--- src/sv/sbcf_pkg.sv ---
package sbcf_pkg;

  // Default widths
  localparam int SAMPLE_BITS_DEF  = 24;
  localparam int COEF_BITS_DEF    = 21;
  localparam int HISTORY_BITS_DEF = 32;

  // Configuration port
  localparam int CFG_W     = 63;
  localparam int CFG_IDX_W = 2;

  localparam logic [CFG_IDX_W-1:0] REG_HIGHPASS    = 2'd0;
  localparam logic [CFG_IDX_W-1:0] REG_LOWPASS_ONE = 2'd1;
  localparam logic [CFG_IDX_W-1:0] REG_LOWPASS_TWO = 2'd2;

  // Gains and their fraction bits
  localparam int GAIN_W     = 16;
  localparam int DRIVE_FRAC = 12;
  localparam int MIX_FRAC   = 15;

  // Filter stages
  localparam int NUM_STAGES = 3;
  localparam int NUM_CH     = 2;
  localparam int STAGE_W    = 2;

  localparam logic [STAGE_W-1:0] STAGE_HP  = 2'd0;
  localparam logic [STAGE_W-1:0] STAGE_LP1 = 2'd1;
  localparam logic [STAGE_W-1:0] STAGE_LP2 = 2'd2;

  // Program counter and step addresses
  localparam int PC_W = 4;

  localparam logic [PC_W-1:0] PC_IDLE     = 4'd0;
  localparam logic [PC_W-1:0] PC_DRV_MUL  = 4'd1;
  localparam logic [PC_W-1:0] PC_DRV_WAIT = 4'd2;
  localparam logic [PC_W-1:0] PC_DRV_FIN  = 4'd3;
  localparam logic [PC_W-1:0] PC_BQ_M0    = 4'd4;
  localparam logic [PC_W-1:0] PC_BQ_M1    = 4'd5;
  localparam logic [PC_W-1:0] PC_BQ_M2    = 4'd6;
  localparam logic [PC_W-1:0] PC_BQ_M3    = 4'd7;
  localparam logic [PC_W-1:0] PC_BQ_M4    = 4'd8;
  localparam logic [PC_W-1:0] PC_BQ_WAIT  = 4'd9;
  localparam logic [PC_W-1:0] PC_BQ_FIN   = 4'd10;
  localparam logic [PC_W-1:0] PC_MIX_M0   = 4'd11;
  localparam logic [PC_W-1:0] PC_MIX_M1   = 4'd12;
  localparam logic [PC_W-1:0] PC_MIX_WAIT = 4'd13;
  localparam logic [PC_W-1:0] PC_MIX_FIN  = 4'd14;
  localparam logic [PC_W-1:0] PC_EMIT     = 4'd15;

  // Multiplier operand A source
  typedef enum logic [2:0] {
    OPA_RAW, OPA_X, OPA_XH1, OPA_XH2, OPA_YH1, OPA_YH2
  } opa_e;

  // Multiplier operand B source
  typedef enum logic [2:0] {
    OPB_B0, OPB_B1, OPB_A1, OPB_A2, OPB_DRIVE, OPB_DRY, OPB_WET
  } opb_e;

  // Rounding point and saturation target of a sum
  typedef enum logic [1:0] {
    KIND_DRV, KIND_BQ, KIND_MIX
  } kind_e;

  // Sequencing of the program counter
  typedef enum logic [2:0] {
    SEQ_NEXT, SEQ_WAIT_IN, SEQ_STAGE_LOOP, SEQ_CH_LOOP, SEQ_EMIT
  } seq_e;

  typedef struct packed {
    logic            mul_en;
    logic            first;
    opa_e            opa;
    opb_e            opb;
    kind_e           kind;
    logic            fin;
    seq_e            seq;
    logic [PC_W-1:0] target;
  } ucode_t;

  typedef struct packed {
    ucode_t             uc;
    logic [STAGE_W-1:0] stage;
    logic               ch;
  } dp_ctrl_t;

  // Control store: one word per step
  function automatic ucode_t ucode_rom(input logic [PC_W-1:0] pc);
    ucode_t uc;
    uc = '{mul_en: 1'b0, first: 1'b0, opa: OPA_RAW, opb: OPB_B0, kind: KIND_DRV,
           fin: 1'b0, seq: SEQ_NEXT, target: PC_IDLE};
    case (pc)
      PC_IDLE: begin
        uc.seq = SEQ_WAIT_IN;
      end
      PC_DRV_MUL: begin
        uc.mul_en = 1'b1; uc.first = 1'b1; uc.opa = OPA_RAW; uc.opb = OPB_DRIVE;
        uc.kind = KIND_DRV;
      end
      PC_DRV_WAIT: begin
        uc.kind = KIND_DRV;
      end
      PC_DRV_FIN: begin
        uc.fin = 1'b1; uc.kind = KIND_DRV;
      end
      PC_BQ_M0: begin
        uc.mul_en = 1'b1; uc.first = 1'b1; uc.opa = OPA_X; uc.opb = OPB_B0;
        uc.kind = KIND_BQ;
      end
      PC_BQ_M1: begin
        uc.mul_en = 1'b1; uc.opa = OPA_XH1; uc.opb = OPB_B1; uc.kind = KIND_BQ;
      end
      PC_BQ_M2: begin
        uc.mul_en = 1'b1; uc.opa = OPA_XH2; uc.opb = OPB_B0; uc.kind = KIND_BQ;
      end
      PC_BQ_M3: begin
        uc.mul_en = 1'b1; uc.opa = OPA_YH1; uc.opb = OPB_A1; uc.kind = KIND_BQ;
      end
      PC_BQ_M4: begin
        uc.mul_en = 1'b1; uc.opa = OPA_YH2; uc.opb = OPB_A2; uc.kind = KIND_BQ;
      end
      PC_BQ_WAIT: begin
        uc.kind = KIND_BQ;
      end
      PC_BQ_FIN: begin
        uc.fin = 1'b1; uc.kind = KIND_BQ; uc.seq = SEQ_STAGE_LOOP; uc.target = PC_BQ_M0;
      end
      PC_MIX_M0: begin
        uc.mul_en = 1'b1; uc.first = 1'b1; uc.opa = OPA_RAW; uc.opb = OPB_DRY;
        uc.kind = KIND_MIX;
      end
      PC_MIX_M1: begin
        uc.mul_en = 1'b1; uc.opa = OPA_X; uc.opb = OPB_WET; uc.kind = KIND_MIX;
      end
      PC_MIX_WAIT: begin
        uc.kind = KIND_MIX;
      end
      PC_MIX_FIN: begin
        uc.fin = 1'b1; uc.kind = KIND_MIX; uc.seq = SEQ_CH_LOOP; uc.target = PC_DRV_MUL;
      end
      PC_EMIT: begin
        uc.seq = SEQ_EMIT; uc.target = PC_IDLE;
      end
      default: begin
        uc.seq = SEQ_NEXT;
      end
    endcase
    return uc;
  endfunction

endpackage

--- src/sv/stereo_biquad_cabinet_filter.sv ---
// Stereo cabinet filter: each channel is scaled by drive, run through a
// biquad highpass and two biquad lowpasses (direct form I, coefficients
// shared by both channels, history per channel), and mixed with the dry
// input by the dry and wet gains, saturated to the sample width. A 16-step
// control store sequences one shared multiplier and accumulator through
// each channel in turn (drive, the three filters, mix) and then hands the
// result to the output register. A new input word is taken only once the
// result has been handed over and the sequencer is back at idle. The
// output register lets the next word start while a result still waits.
// Coefficient registers may be written only while the block is idle.
module stereo_biquad_cabinet_filter #(
  parameter int SAMPLE_BITS  = sbcf_pkg::SAMPLE_BITS_DEF,
  parameter int COEF_BITS    = sbcf_pkg::COEF_BITS_DEF,
  parameter int HISTORY_BITS = sbcf_pkg::HISTORY_BITS_DEF
) (
  input  logic                                          clk_i,
  input  logic                                          rst_ni,
  // left_in, right_in, drive_gain, dry_gain, wet_gain
  input  logic [((2*SAMPLE_BITS+3*sbcf_pkg::GAIN_W+7)/8)*8-1:0] s_axis_tdata,
  input  logic                                          s_axis_tvalid,
  output logic                                          s_axis_tready,
  // left_out, right_out
  output logic [((2*SAMPLE_BITS+7)/8)*8-1:0]            m_axis_tdata,
  // clipped
  output logic [0:0]                                    m_axis_tuser,
  output logic                                          m_axis_tvalid,
  input  logic                                          m_axis_tready,
  input  logic                                          cfg_we_i,
  input  logic [sbcf_pkg::CFG_IDX_W-1:0]                cfg_idx_i,
  input  logic [sbcf_pkg::CFG_W-1:0]                    cfg_data_i
);
  import sbcf_pkg::*;

  localparam int OUT_W = ((2*SAMPLE_BITS+7)/8)*8;

  dp_ctrl_t                      ctrl;
  logic                          in_ready, in_fire, out_free, out_load;
  logic signed [SAMPLE_BITS-1:0] left_res, right_res;
  logic                          clip_res;
  logic                          m_valid_q;
  logic [OUT_W-1:0]              m_data_q, out_word;
  logic                          m_user_q;

  assign s_axis_tready = in_ready;
  assign in_fire       = s_axis_tvalid & in_ready;
  assign out_free      = ~m_valid_q | m_axis_tready;

  sbcf_sequencer u_seq (
    .clk_i      (clk_i),
    .rst_ni     (rst_ni),
    .in_valid_i (s_axis_tvalid),
    .out_free_i (out_free),
    .in_ready_o (in_ready),
    .out_load_o (out_load),
    .ctrl_o     (ctrl)
  );

  sbcf_datapath #(
    .SAMPLE_BITS  (SAMPLE_BITS),
    .COEF_BITS    (COEF_BITS),
    .HISTORY_BITS (HISTORY_BITS)
  ) u_dp (
    .clk_i        (clk_i),
    .rst_ni       (rst_ni),
    .ctrl_i       (ctrl),
    .in_load_i    (in_fire),
    .left_in_i    (s_axis_tdata[SAMPLE_BITS-1:0]),
    .right_in_i   (s_axis_tdata[2*SAMPLE_BITS-1:SAMPLE_BITS]),
    .drive_gain_i (s_axis_tdata[2*SAMPLE_BITS+GAIN_W-1:2*SAMPLE_BITS]),
    .dry_gain_i   (s_axis_tdata[2*SAMPLE_BITS+2*GAIN_W-1:2*SAMPLE_BITS+GAIN_W]),
    .wet_gain_i   (s_axis_tdata[2*SAMPLE_BITS+3*GAIN_W-1:2*SAMPLE_BITS+2*GAIN_W]),
    .cfg_we_i     (cfg_we_i),
    .cfg_idx_i    (cfg_idx_i),
    .cfg_data_i   (cfg_data_i),
    .left_out_o   (left_res),
    .right_out_o  (right_res),
    .clipped_o    (clip_res)
  );

  // Pack result word, zero padded to bytes
  always_comb begin
    out_word                    = '0;
    out_word[2*SAMPLE_BITS-1:0] = {right_res, left_res};
  end

  // Output register
  always_ff @(posedge clk_i or negedge rst_ni) begin
    if (!rst_ni) begin
      m_valid_q <= 1'b0;
    end else if (out_load) begin
      m_valid_q <= 1'b1;
    end else if (m_axis_tready) begin
      m_valid_q <= 1'b0;
    end
  end

  always_ff @(posedge clk_i) begin
    if (out_load) begin
      m_data_q <= out_word;
      m_user_q <= clip_res;
    end
  end

  assign m_axis_tvalid   = m_valid_q;
  assign m_axis_tdata    = m_data_q;
  assign m_axis_tuser[0] = m_user_q;

endmodule

--- src/sv/sbcf_sequencer.sv ---
module sbcf_sequencer (
  input  logic               clk_i,
  input  logic               rst_ni,
  input  logic               in_valid_i,
  input  logic               out_free_i,
  output logic               in_ready_o,
  output logic               out_load_o,
  output sbcf_pkg::dp_ctrl_t ctrl_o
);
  import sbcf_pkg::*;

  logic [PC_W-1:0]    pc_q, pc_d;
  logic [STAGE_W-1:0] stage_q, stage_d;
  logic               ch_q, ch_d;
  ucode_t             uc;

  // Control word of the current step
  assign uc = ucode_rom(pc_q);

  assign ctrl_o.uc    = uc;
  assign ctrl_o.stage = stage_q;
  assign ctrl_o.ch    = ch_q;

  // Next step, loop counters and handshake strobes
  always_comb begin
    pc_d       = pc_q + 1'b1;
    stage_d    = stage_q;
    ch_d       = ch_q;
    in_ready_o = 1'b0;
    out_load_o = 1'b0;
    case (uc.seq)
      SEQ_NEXT: begin
        pc_d = pc_q + 1'b1;
      end
      SEQ_WAIT_IN: begin
        in_ready_o = 1'b1;
        stage_d    = STAGE_HP;
        ch_d       = 1'b0;
        if (!in_valid_i) begin
          pc_d = pc_q;
        end
      end
      SEQ_STAGE_LOOP: begin
        if (stage_q != STAGE_LP2) begin
          stage_d = stage_q + 1'b1;
          pc_d    = uc.target;
        end else begin
          stage_d = STAGE_HP;
        end
      end
      SEQ_CH_LOOP: begin
        if (!ch_q) begin
          ch_d = 1'b1;
          pc_d = uc.target;
        end else begin
          ch_d = 1'b0;
        end
      end
      SEQ_EMIT: begin
        if (out_free_i) begin
          out_load_o = 1'b1;
          pc_d       = uc.target;
        end else begin
          pc_d = pc_q;
        end
      end
      default: begin
        pc_d = uc.target;
      end
    endcase
  end

  always_ff @(posedge clk_i or negedge rst_ni) begin
    if (!rst_ni) begin
      pc_q    <= PC_IDLE;
      stage_q <= STAGE_HP;
      ch_q    <= 1'b0;
    end else begin
      pc_q    <= pc_d;
      stage_q <= stage_d;
      ch_q    <= ch_d;
    end
  end

  // Stage counter stays within the three filters
  a_stage_range: assert property (@(posedge clk_i) disable iff (!rst_ni)
    stage_q != 2'd3)
    else $error("stage counter out of range");

  // An accepted word starts the left channel at the first filter
  a_start: assert property (@(posedge clk_i) disable iff (!rst_ni)
    (in_ready_o && in_valid_i) |=> (pc_q == PC_DRV_MUL && !ch_q && stage_q == STAGE_HP))
    else $error("item did not start at drive step");

  // A result waiting on a full output register holds the sequencer
  a_emit_hold: assert property (@(posedge clk_i) disable iff (!rst_ni)
    (pc_q == PC_EMIT && !out_free_i) |=> (pc_q == PC_EMIT))
    else $error("result dropped while output busy");

  // Loading the output returns to idle
  a_emit_done: assert property (@(posedge clk_i) disable iff (!rst_ni)
    out_load_o |=> (pc_q == PC_IDLE && in_ready_o))
    else $error("sequencer not idle after result load");

endmodule

--- src/sv/sbcf_datapath.sv ---
module sbcf_datapath #(
  parameter int SAMPLE_BITS  = sbcf_pkg::SAMPLE_BITS_DEF,
  parameter int COEF_BITS    = sbcf_pkg::COEF_BITS_DEF,
  parameter int HISTORY_BITS = sbcf_pkg::HISTORY_BITS_DEF
) (
  input  logic                                clk_i,
  input  logic                                rst_ni,
  input  sbcf_pkg::dp_ctrl_t                  ctrl_i,
  input  logic                                in_load_i,
  input  logic signed [SAMPLE_BITS-1:0]       left_in_i,
  input  logic signed [SAMPLE_BITS-1:0]       right_in_i,
  input  logic [sbcf_pkg::GAIN_W-1:0]         drive_gain_i,
  input  logic [sbcf_pkg::GAIN_W-1:0]         dry_gain_i,
  input  logic [sbcf_pkg::GAIN_W-1:0]         wet_gain_i,
  input  logic                                cfg_we_i,
  input  logic [sbcf_pkg::CFG_IDX_W-1:0]      cfg_idx_i,
  input  logic [sbcf_pkg::CFG_W-1:0]          cfg_data_i,
  output logic signed [SAMPLE_BITS-1:0]       left_out_o,
  output logic signed [SAMPLE_BITS-1:0]       right_out_o,
  output logic                                clipped_o
);
  import sbcf_pkg::*;

  localparam int AW      = (SAMPLE_BITS > HISTORY_BITS) ? SAMPLE_BITS : HISTORY_BITS;
  localparam int BW      = COEF_BITS + 2;
  localparam int PW      = AW + BW;
  localparam int ACC_W   = PW + 3;
  localparam int CW      = 3 * COEF_BITS;
  localparam int BQ_FRAC = COEF_BITS - 3;

  localparam logic signed [ACC_W-1:0] RND_DRV = ACC_W'(1) << (DRIVE_FRAC - 1);
  localparam logic signed [ACC_W-1:0] RND_BQ  = ACC_W'(1) << (BQ_FRAC - 1);
  localparam logic signed [ACC_W-1:0] RND_MIX = ACC_W'(1) << (MIX_FRAC - 1);

  localparam logic signed [ACC_W-1:0] H_MAX =
    {{(ACC_W-HISTORY_BITS+1){1'b0}}, {(HISTORY_BITS-1){1'b1}}};
  localparam logic signed [ACC_W-1:0] H_MIN = ~H_MAX;
  localparam logic signed [ACC_W-1:0] S_MAX =
    {{(ACC_W-SAMPLE_BITS+1){1'b0}}, {(SAMPLE_BITS-1){1'b1}}};
  localparam logic signed [ACC_W-1:0] S_MIN = ~S_MAX;

  ucode_t uc;
  assign uc = ctrl_i.uc;

  // Item, coefficient and history storage
  logic signed [SAMPLE_BITS-1:0]  raw_q [NUM_CH];
  logic [GAIN_W-1:0]              drive_q, dry_q, wet_q;
  logic [CW-1:0]                  coef_q [NUM_STAGES];
  logic signed [HISTORY_BITS-1:0] xh_q [NUM_STAGES][NUM_CH][2];
  logic signed [HISTORY_BITS-1:0] yh_q [NUM_STAGES][NUM_CH][2];
  logic signed [HISTORY_BITS-1:0] x_q;
  logic signed [SAMPLE_BITS-1:0]  res_q [NUM_CH];
  logic                           clip_q [NUM_CH];

  // Multiply and accumulate pipeline
  logic signed [AW-1:0]    op_a;
  logic signed [BW-1:0]    op_b;
  logic signed [PW-1:0]    prod, prod_q;
  logic                    acc_en_q, first_q;
  kind_e                   kind_q;
  logic signed [ACC_W-1:0] acc_q, acc_d, rnd;

  // Finish: round, shift, saturate
  logic signed [ACC_W-1:0]        shifted;
  logic signed [HISTORY_BITS-1:0] fin_h;
  logic signed [SAMPLE_BITS-1:0]  fin_s;
  logic                           fin_clip;

  // Coefficients of the active stage
  logic [CW-1:0]                coef_sel;
  logic signed [COEF_BITS-1:0]  b0, a1, a2;
  logic signed [BW-1:0]         b0_x, b2_x, b1_x, a1_x, a2_x;

  always_comb begin
    case (ctrl_i.stage)
      STAGE_HP:  coef_sel = coef_q[0];
      STAGE_LP1: coef_sel = coef_q[1];
      STAGE_LP2: coef_sel = coef_q[2];
      default:   coef_sel = '0;
    endcase
  end

  assign b0   = coef_sel[COEF_BITS-1:0];
  assign a1   = coef_sel[2*COEF_BITS-1:COEF_BITS];
  assign a2   = coef_sel[3*COEF_BITS-1:2*COEF_BITS];
  assign b0_x = BW'(b0);
  assign a1_x = BW'(a1);
  assign a2_x = BW'(a2);
  assign b2_x = {b0[COEF_BITS-1], b0, 1'b0};
  // highpass uses -2*b0, lowpasses +2*b0
  assign b1_x = (ctrl_i.stage == STAGE_HP) ? -b2_x : b2_x;

  // Operand A select
  always_comb begin
    case (uc.opa)
      OPA_RAW: op_a = AW'(raw_q[ctrl_i.ch]);
      OPA_X:   op_a = AW'(x_q);
      OPA_XH1: op_a = AW'(xh_q[ctrl_i.stage][ctrl_i.ch][0]);
      OPA_XH2: op_a = AW'(xh_q[ctrl_i.stage][ctrl_i.ch][1]);
      OPA_YH1: op_a = AW'(yh_q[ctrl_i.stage][ctrl_i.ch][0]);
      OPA_YH2: op_a = AW'(yh_q[ctrl_i.stage][ctrl_i.ch][1]);
      default: op_a = '0;
    endcase
  end

  // Operand B select
  always_comb begin
    case (uc.opb)
      OPB_B0:    op_b = b0_x;
      OPB_B1:    op_b = b1_x;
      OPB_A1:    op_b = a1_x;
      OPB_A2:    op_b = a2_x;
      OPB_DRIVE: op_b = {{(BW-GAIN_W){1'b0}}, drive_q};
      OPB_DRY:   op_b = {{(BW-GAIN_W){1'b0}}, dry_q};
      OPB_WET:   op_b = {{(BW-GAIN_W){1'b0}}, wet_q};
      default:   op_b = '0;
    endcase
  end

  assign prod = op_a * op_b;

  // First product of a sum is seeded with half an LSB of the result
  always_comb begin
    case (kind_q)
      KIND_DRV: rnd = RND_DRV;
      KIND_BQ:  rnd = RND_BQ;
      KIND_MIX: rnd = RND_MIX;
      default:  rnd = '0;
    endcase
  end

  always_comb begin
    acc_d = acc_q;
    if (acc_en_q) begin
      acc_d = (first_q ? rnd : acc_q) + ACC_W'(prod_q);
    end
  end

  always_comb begin
    case (uc.kind)
      KIND_DRV: shifted = acc_q >>> DRIVE_FRAC;
      KIND_BQ:  shifted = acc_q >>> BQ_FRAC;
      KIND_MIX: shifted = acc_q >>> MIX_FRAC;
      default:  shifted = acc_q;
    endcase
  end

  always_comb begin
    if (shifted > H_MAX) begin
      fin_h = H_MAX[HISTORY_BITS-1:0];
    end else if (shifted < H_MIN) begin
      fin_h = H_MIN[HISTORY_BITS-1:0];
    end else begin
      fin_h = shifted[HISTORY_BITS-1:0];
    end
  end

  always_comb begin
    fin_clip = 1'b0;
    if (shifted > S_MAX) begin
      fin_s    = S_MAX[SAMPLE_BITS-1:0];
      fin_clip = 1'b1;
    end else if (shifted < S_MIN) begin
      fin_s    = S_MIN[SAMPLE_BITS-1:0];
      fin_clip = 1'b1;
    end else begin
      fin_s = shifted[SAMPLE_BITS-1:0];
    end
  end

  // Control-side registers: coefficients, histories, accumulate strobe
  always_ff @(posedge clk_i or negedge rst_ni) begin
    if (!rst_ni) begin
      for (int s = 0; s < NUM_STAGES; s++) begin
        coef_q[s] <= '0;
        for (int c = 0; c < NUM_CH; c++) begin
          for (int a = 0; a < 2; a++) begin
            xh_q[s][c][a] <= '0;
            yh_q[s][c][a] <= '0;
          end
        end
      end
      acc_en_q <= 1'b0;
    end else begin
      if (cfg_we_i) begin
        case (cfg_idx_i)
          REG_HIGHPASS:    coef_q[0] <= cfg_data_i[CW-1:0];
          REG_LOWPASS_ONE: coef_q[1] <= cfg_data_i[CW-1:0];
          REG_LOWPASS_TWO: coef_q[2] <= cfg_data_i[CW-1:0];
          default: ;
        endcase
      end
      acc_en_q <= uc.mul_en;
      // stage done: shift both delay lines
      if (uc.fin && uc.kind == KIND_BQ) begin
        xh_q[ctrl_i.stage][ctrl_i.ch][1] <= xh_q[ctrl_i.stage][ctrl_i.ch][0];
        xh_q[ctrl_i.stage][ctrl_i.ch][0] <= x_q;
        yh_q[ctrl_i.stage][ctrl_i.ch][1] <= yh_q[ctrl_i.stage][ctrl_i.ch][0];
        yh_q[ctrl_i.stage][ctrl_i.ch][0] <= fin_h;
      end
    end
  end

  // Payload registers
  always_ff @(posedge clk_i) begin
    if (in_load_i) begin
      raw_q[0] <= left_in_i;
      raw_q[1] <= right_in_i;
      drive_q  <= drive_gain_i;
      dry_q    <= dry_gain_i;
      wet_q    <= wet_gain_i;
    end
    prod_q  <= prod;
    first_q <= uc.first;
    kind_q  <= uc.kind;
    acc_q   <= acc_d;
    if (uc.fin) begin
      case (uc.kind)
        KIND_DRV, KIND_BQ: x_q <= fin_h;
        KIND_MIX: begin
          res_q[ctrl_i.ch]  <= fin_s;
          clip_q[ctrl_i.ch] <= fin_clip;
        end
        default: ;
      endcase
    end
  end

  assign left_out_o  = res_q[0];
  assign right_out_o = res_q[1];
  assign clipped_o   = clip_q[0] | clip_q[1];

endmodule
--- config.mk ---
export PLATFORM = sky130hd
export DESIGN_NAME = stereo_biquad_cabinet_filter
export DESIGN_NICKNAME = d
export VERILOG_FILES = /design/src/sv/sbcf_pkg.sv /design/src/sv/stereo_biquad_cabinet_filter.sv /design/src/sv/sbcf_sequencer.sv /design/src/sv/sbcf_datapath.sv
export SDC_FILE = /design/constraint.sdc
export NUM_CORES = 2
export LEC_CHECK = 0
export BUFFER_PORTS_ARGS = -buffer_cell sky130_fd_sc_hd__buf_2
export CAP_MARGIN = 40
export CORE_MARGIN = 4
export CORE_UTILIZATION = 69
export CTS_CLUSTER_DIAMETER = 40
export DETAILED_ROUTE_END_ITERATION = 10
export HOLD_SLACK_MARGIN = 0.15
export PLACE_DENSITY = 0.87
export SYNTH_ARGS = -nofsm -noshare
export SYNTH_HDL_FRONTEND = slang
export SYNTH_SLANG_ARGS = --single-unit
--- constraint.sdc ---
create_clock -name clk_i -period 29.2 [get_ports clk_i]
set_clock_uncertainty 0.1 [all_clocks]
set_input_delay 4.38 -clock clk_i [delete_from_list [all_inputs] [get_ports clk_i]]
set_output_delay 4.38 -clock clk_i [all_outputs]
set_load 0.005 [all_outputs]
==> results_dict.tcl <==
set metrics [dict create \
    outcome "finished clean" \
    synth_edf_count 285 \
    worst_slew_pin_slew_ns 1.12 \
    grt_max_degree 199 \
    gp_congestion 0.972 \
    syn_nets 9479 \
    slew_viol_final 0 \
    ios 217 \
    clk_latency_ns 0.84 \
    ys_async_sr_fraction_pct 73.8 \
    die_x_um 361 \
    cts_max_path_buffers 3 \
    maxCapViolCount 0 \
    timing.final.crit_share_pct 40.9 \
    timing.fmax_mhz 83.7 \
    synth_seq_cells 1309 \
    setup_viol 0 \
    drive_gt1_share_pct 15.2 \
    die-area_um2 130000 \
    htreeDepth 4 \
    cts-root-buf "clkbuf_16" \
    core.rowCount 129 \
    drc 0 \
    yosysTopAreaCell "dfrtp_1" \
    synthTopCellsByCount "1254 x nand2_1, 966 x dfrtp_1, 936 x inv_1" \
    antenna_found_initial 21 \
    dp_slack_ns 17.76 \
    viasPerCell 6.61 \
    grt_pass1_wl_mm 399 \
    synthTopCellsByArea "dfrtp_1 28%, fa_1 18%, edfxtp_1 9.9%" \
    antenna_left 0 \
    yosysMostFrequentCell "nand2_1" \
    timing.hold.ws_ns 0.316 \
    synth_cell_types 93 \
    yosysWarnings 0 \
    finalWorstSetupSlack_ns 17.25 \
    hold_start "u_dp.res_q[0][5]$_DFFE_PP_" \
    r2r_setup_slack_ns 17.25 \
    r2r_end "u_dp.prod_q[51]$_DFF_P_" \
    overflow 0 \
    synth-seq-area-share_pct 39.4 \
    cp.required_ns 29.78 \
    arrival_ns 12.53 \
    clk_pin_slew_worst_paths_ns 0.06 \
    dr.pass1.iters 8 \
    reg2reg_from "u_seq.stage_q[1]$_DFFE_PN0P_" \
    utilization_pct 76.2 \
    hold_path_depth 0 \
    cts_num_sinks 1309 \
    gr-usage-all-layers_pct 39.5 \
    start_kind "flip-flop" \
    crit_type "reg -> reg" \
    fin_setup_tns_ns 0 \
    syn_avg_cell_area_um2 10.3 \
    period_minus_slack_ns 11.95 \
    endpoint_kind "flip-flop" \
    path_delay_family "adder cells" \
    cts_tree "yes" \
    max_slew_margin_pct 25.5 \
    ctsResizeCount 0 \
    die_y_um 361 \
    syn_inst 8353 \
    hold_path.class "reg -> reg" \
    port_buffers 216 \
    drt-wirelength-per-cell_um 25.2 \
    hpwl_mm 166 \
    min_to "m_axis_tdata[5]$_DFFE_PP_" \
    final_net_count 9476 \
    drt-total-wl_mm 256 \
    area_delta_synth_final_pct 9.61 \
    syn_area_um2 86000 \
    critPathSlowestCell "dfrtp_4" \
    cts_setup_buffers 0 \
    reg2regPathDepth 32 \
    cts_buffers 159 \
    core_area_um2 124000 \
    cpMostUsedCell "fa_1" \
    dr_total_vias 66998 \
    initial_core_util_pct 69.5 \
    crit_path_max_fanout 121 \
    yosysTopAreaCellShare_pct 28.1 \
    hold_violations 0 \
    critPathMaxStageDelay_ns 0.96 \
    cts.hold.buffers_added 0 \
    ys.flop_type "dfrtp_1" \
    drtIter0Drc 8272 \
    path_buf_inv 9 \
    rsz0062_at_grt "no" \
    grt_pass1_vias 71278 \
]
kinds of logic after synthesis:
group	count (synthesis)	share of synthesized area (%)
and+or+nand+nor	2183	10.9
adders and majority gates	960	20.6
AOI/OAI and AO/OA	1554	11.2
muxes	747	9.85
xor gates and xnor gates	130	1.32
DFF	1309	39.4
buffers and inverters	1470	6.86
metal layers:
layer  vias to the layer above  wire length (um)  global-route usage [%]
met5                         -               181                       0
met4                        24             20700                    26.4
met3                      1371             32200                    12.7
met2                      4703            115000                    61.0
met1                     33154             87500                    48.2
li1                      27746                 -                       -
cell type report:
type,count,area (um2)
Tap cell,1637,2050
Clock inverter,96,1390
Clock buffer,200,4360
Inverter,944,3550
Timing Repair Buffer,362,2540
Multi-Input combinational cell,5574,46500
Fill cell,7468,29500
Sequential cell,1309,33900
Antenna cell,12,30.0
how the worst max path moves through the flow:
stage	endpoint	depth (start not counted)	from	slack [ns]
after floorplan	u_dp.prod_q[51]$_DFF_P_	38	u_seq.stage_q[0]$_DFFE_PN0P_	19.65
after global placement	u_dp.prod_q[51]$_DFF_P_	32	u_seq.stage_q[1]$_DFFE_PN0P_	17.56
after detailed placement	u_dp.prod_q[51]$_DFF_P_	32	u_seq.stage_q[1]$_DFFE_PN0P_	17.76
after CTS	u_dp.prod_q[51]$_DFF_P_	32	u_seq.stage_q[1]$_DFFE_PN0P_	17.63
after global routing	u_dp.prod_q[51]$_DFF_P_	37	u_seq.stage_q[1]$_DFFE_PN0P_	16.87
final	u_dp.prod_q[51]$_DFF_P_	32	u_seq.stage_q[1]$_DFFE_PN0P_	17.25
worst reg2reg max path: cells and delay by family, from the launching register on:
kind | cells | cell delay (ns)
DFF | 1 | 0.96
and+or+nand+nor | 4 | 1.05
AOI/OAI and AO/OA | 9 | 2.51
adders and majority gates | 8 | 3.98
buffers and inverters | 9 | 2.40
muxes | 1 | 0.68
xor gates and xnor gates | 1 | 0.12
per-stage QoR:
step | area [um2] | std cells
2_1_floorplan | 86000 | 8353
3_3_place_gp | 88100 | 9798
3_5_place_dp | 88500 | 9825
4_1_cts | 94300 | 10121
5_1_grt | 94300 | 10122
6_report | 94300 | 10134
state kept, by name, indices dropped and copies added, names as in the netlist, 2 cells and up:
name and count:
m_axis_tdata 48, u_dp.acc_q 58, u_dp.clip_q 2, u_dp.coef_q 189, u_dp.drive_q 16, u_dp.dry_q 16, u_dp.kind_q 2, u_dp.prod_q 55
u_dp.raw_q 48, u_dp.res_q 48, u_dp.wet_q 16, u_dp.x_q 32, u_dp.xh_q 384, u_dp.yh_q 384, u_seq.pc_q 4, u_seq.stage_q 2
layout by cell type (no fill, tap or decap), types with 18 or more instances in the layout:
cell type and count:
fa_1 756, dfxtp_1 57, a211oi_1 36, nor2b_1 129, nand3_1 35, nand4_1 34, a221oi_1 75, nand2b_1 43
mux2i_1 202, ha_1 204, a21o_1 57, and2_1 50, clkbuf_16 164, nor2_1 432, o22ai_1 31, buf_4 110
clkbuf_1 24, xor2_1 42, buf_12 18, o21a_4 30, xnor2_1 88, o21a_1 30, a22oi_1 30, bufinv_16 22
edfxtp_1 285, nor3_1 93, a221o_1 36, mux2_2 516, buf_2 223, mux4_2 28, dfrtp_1 962, o21ai_0 632
a21oi_1 218, nand2_1 1250, o21ai_1 189, inv_1 934
Power is left out: the tool's default activity adds up to more than one toggle a clock period on the data nets, which glitch-free logic cannot reach.
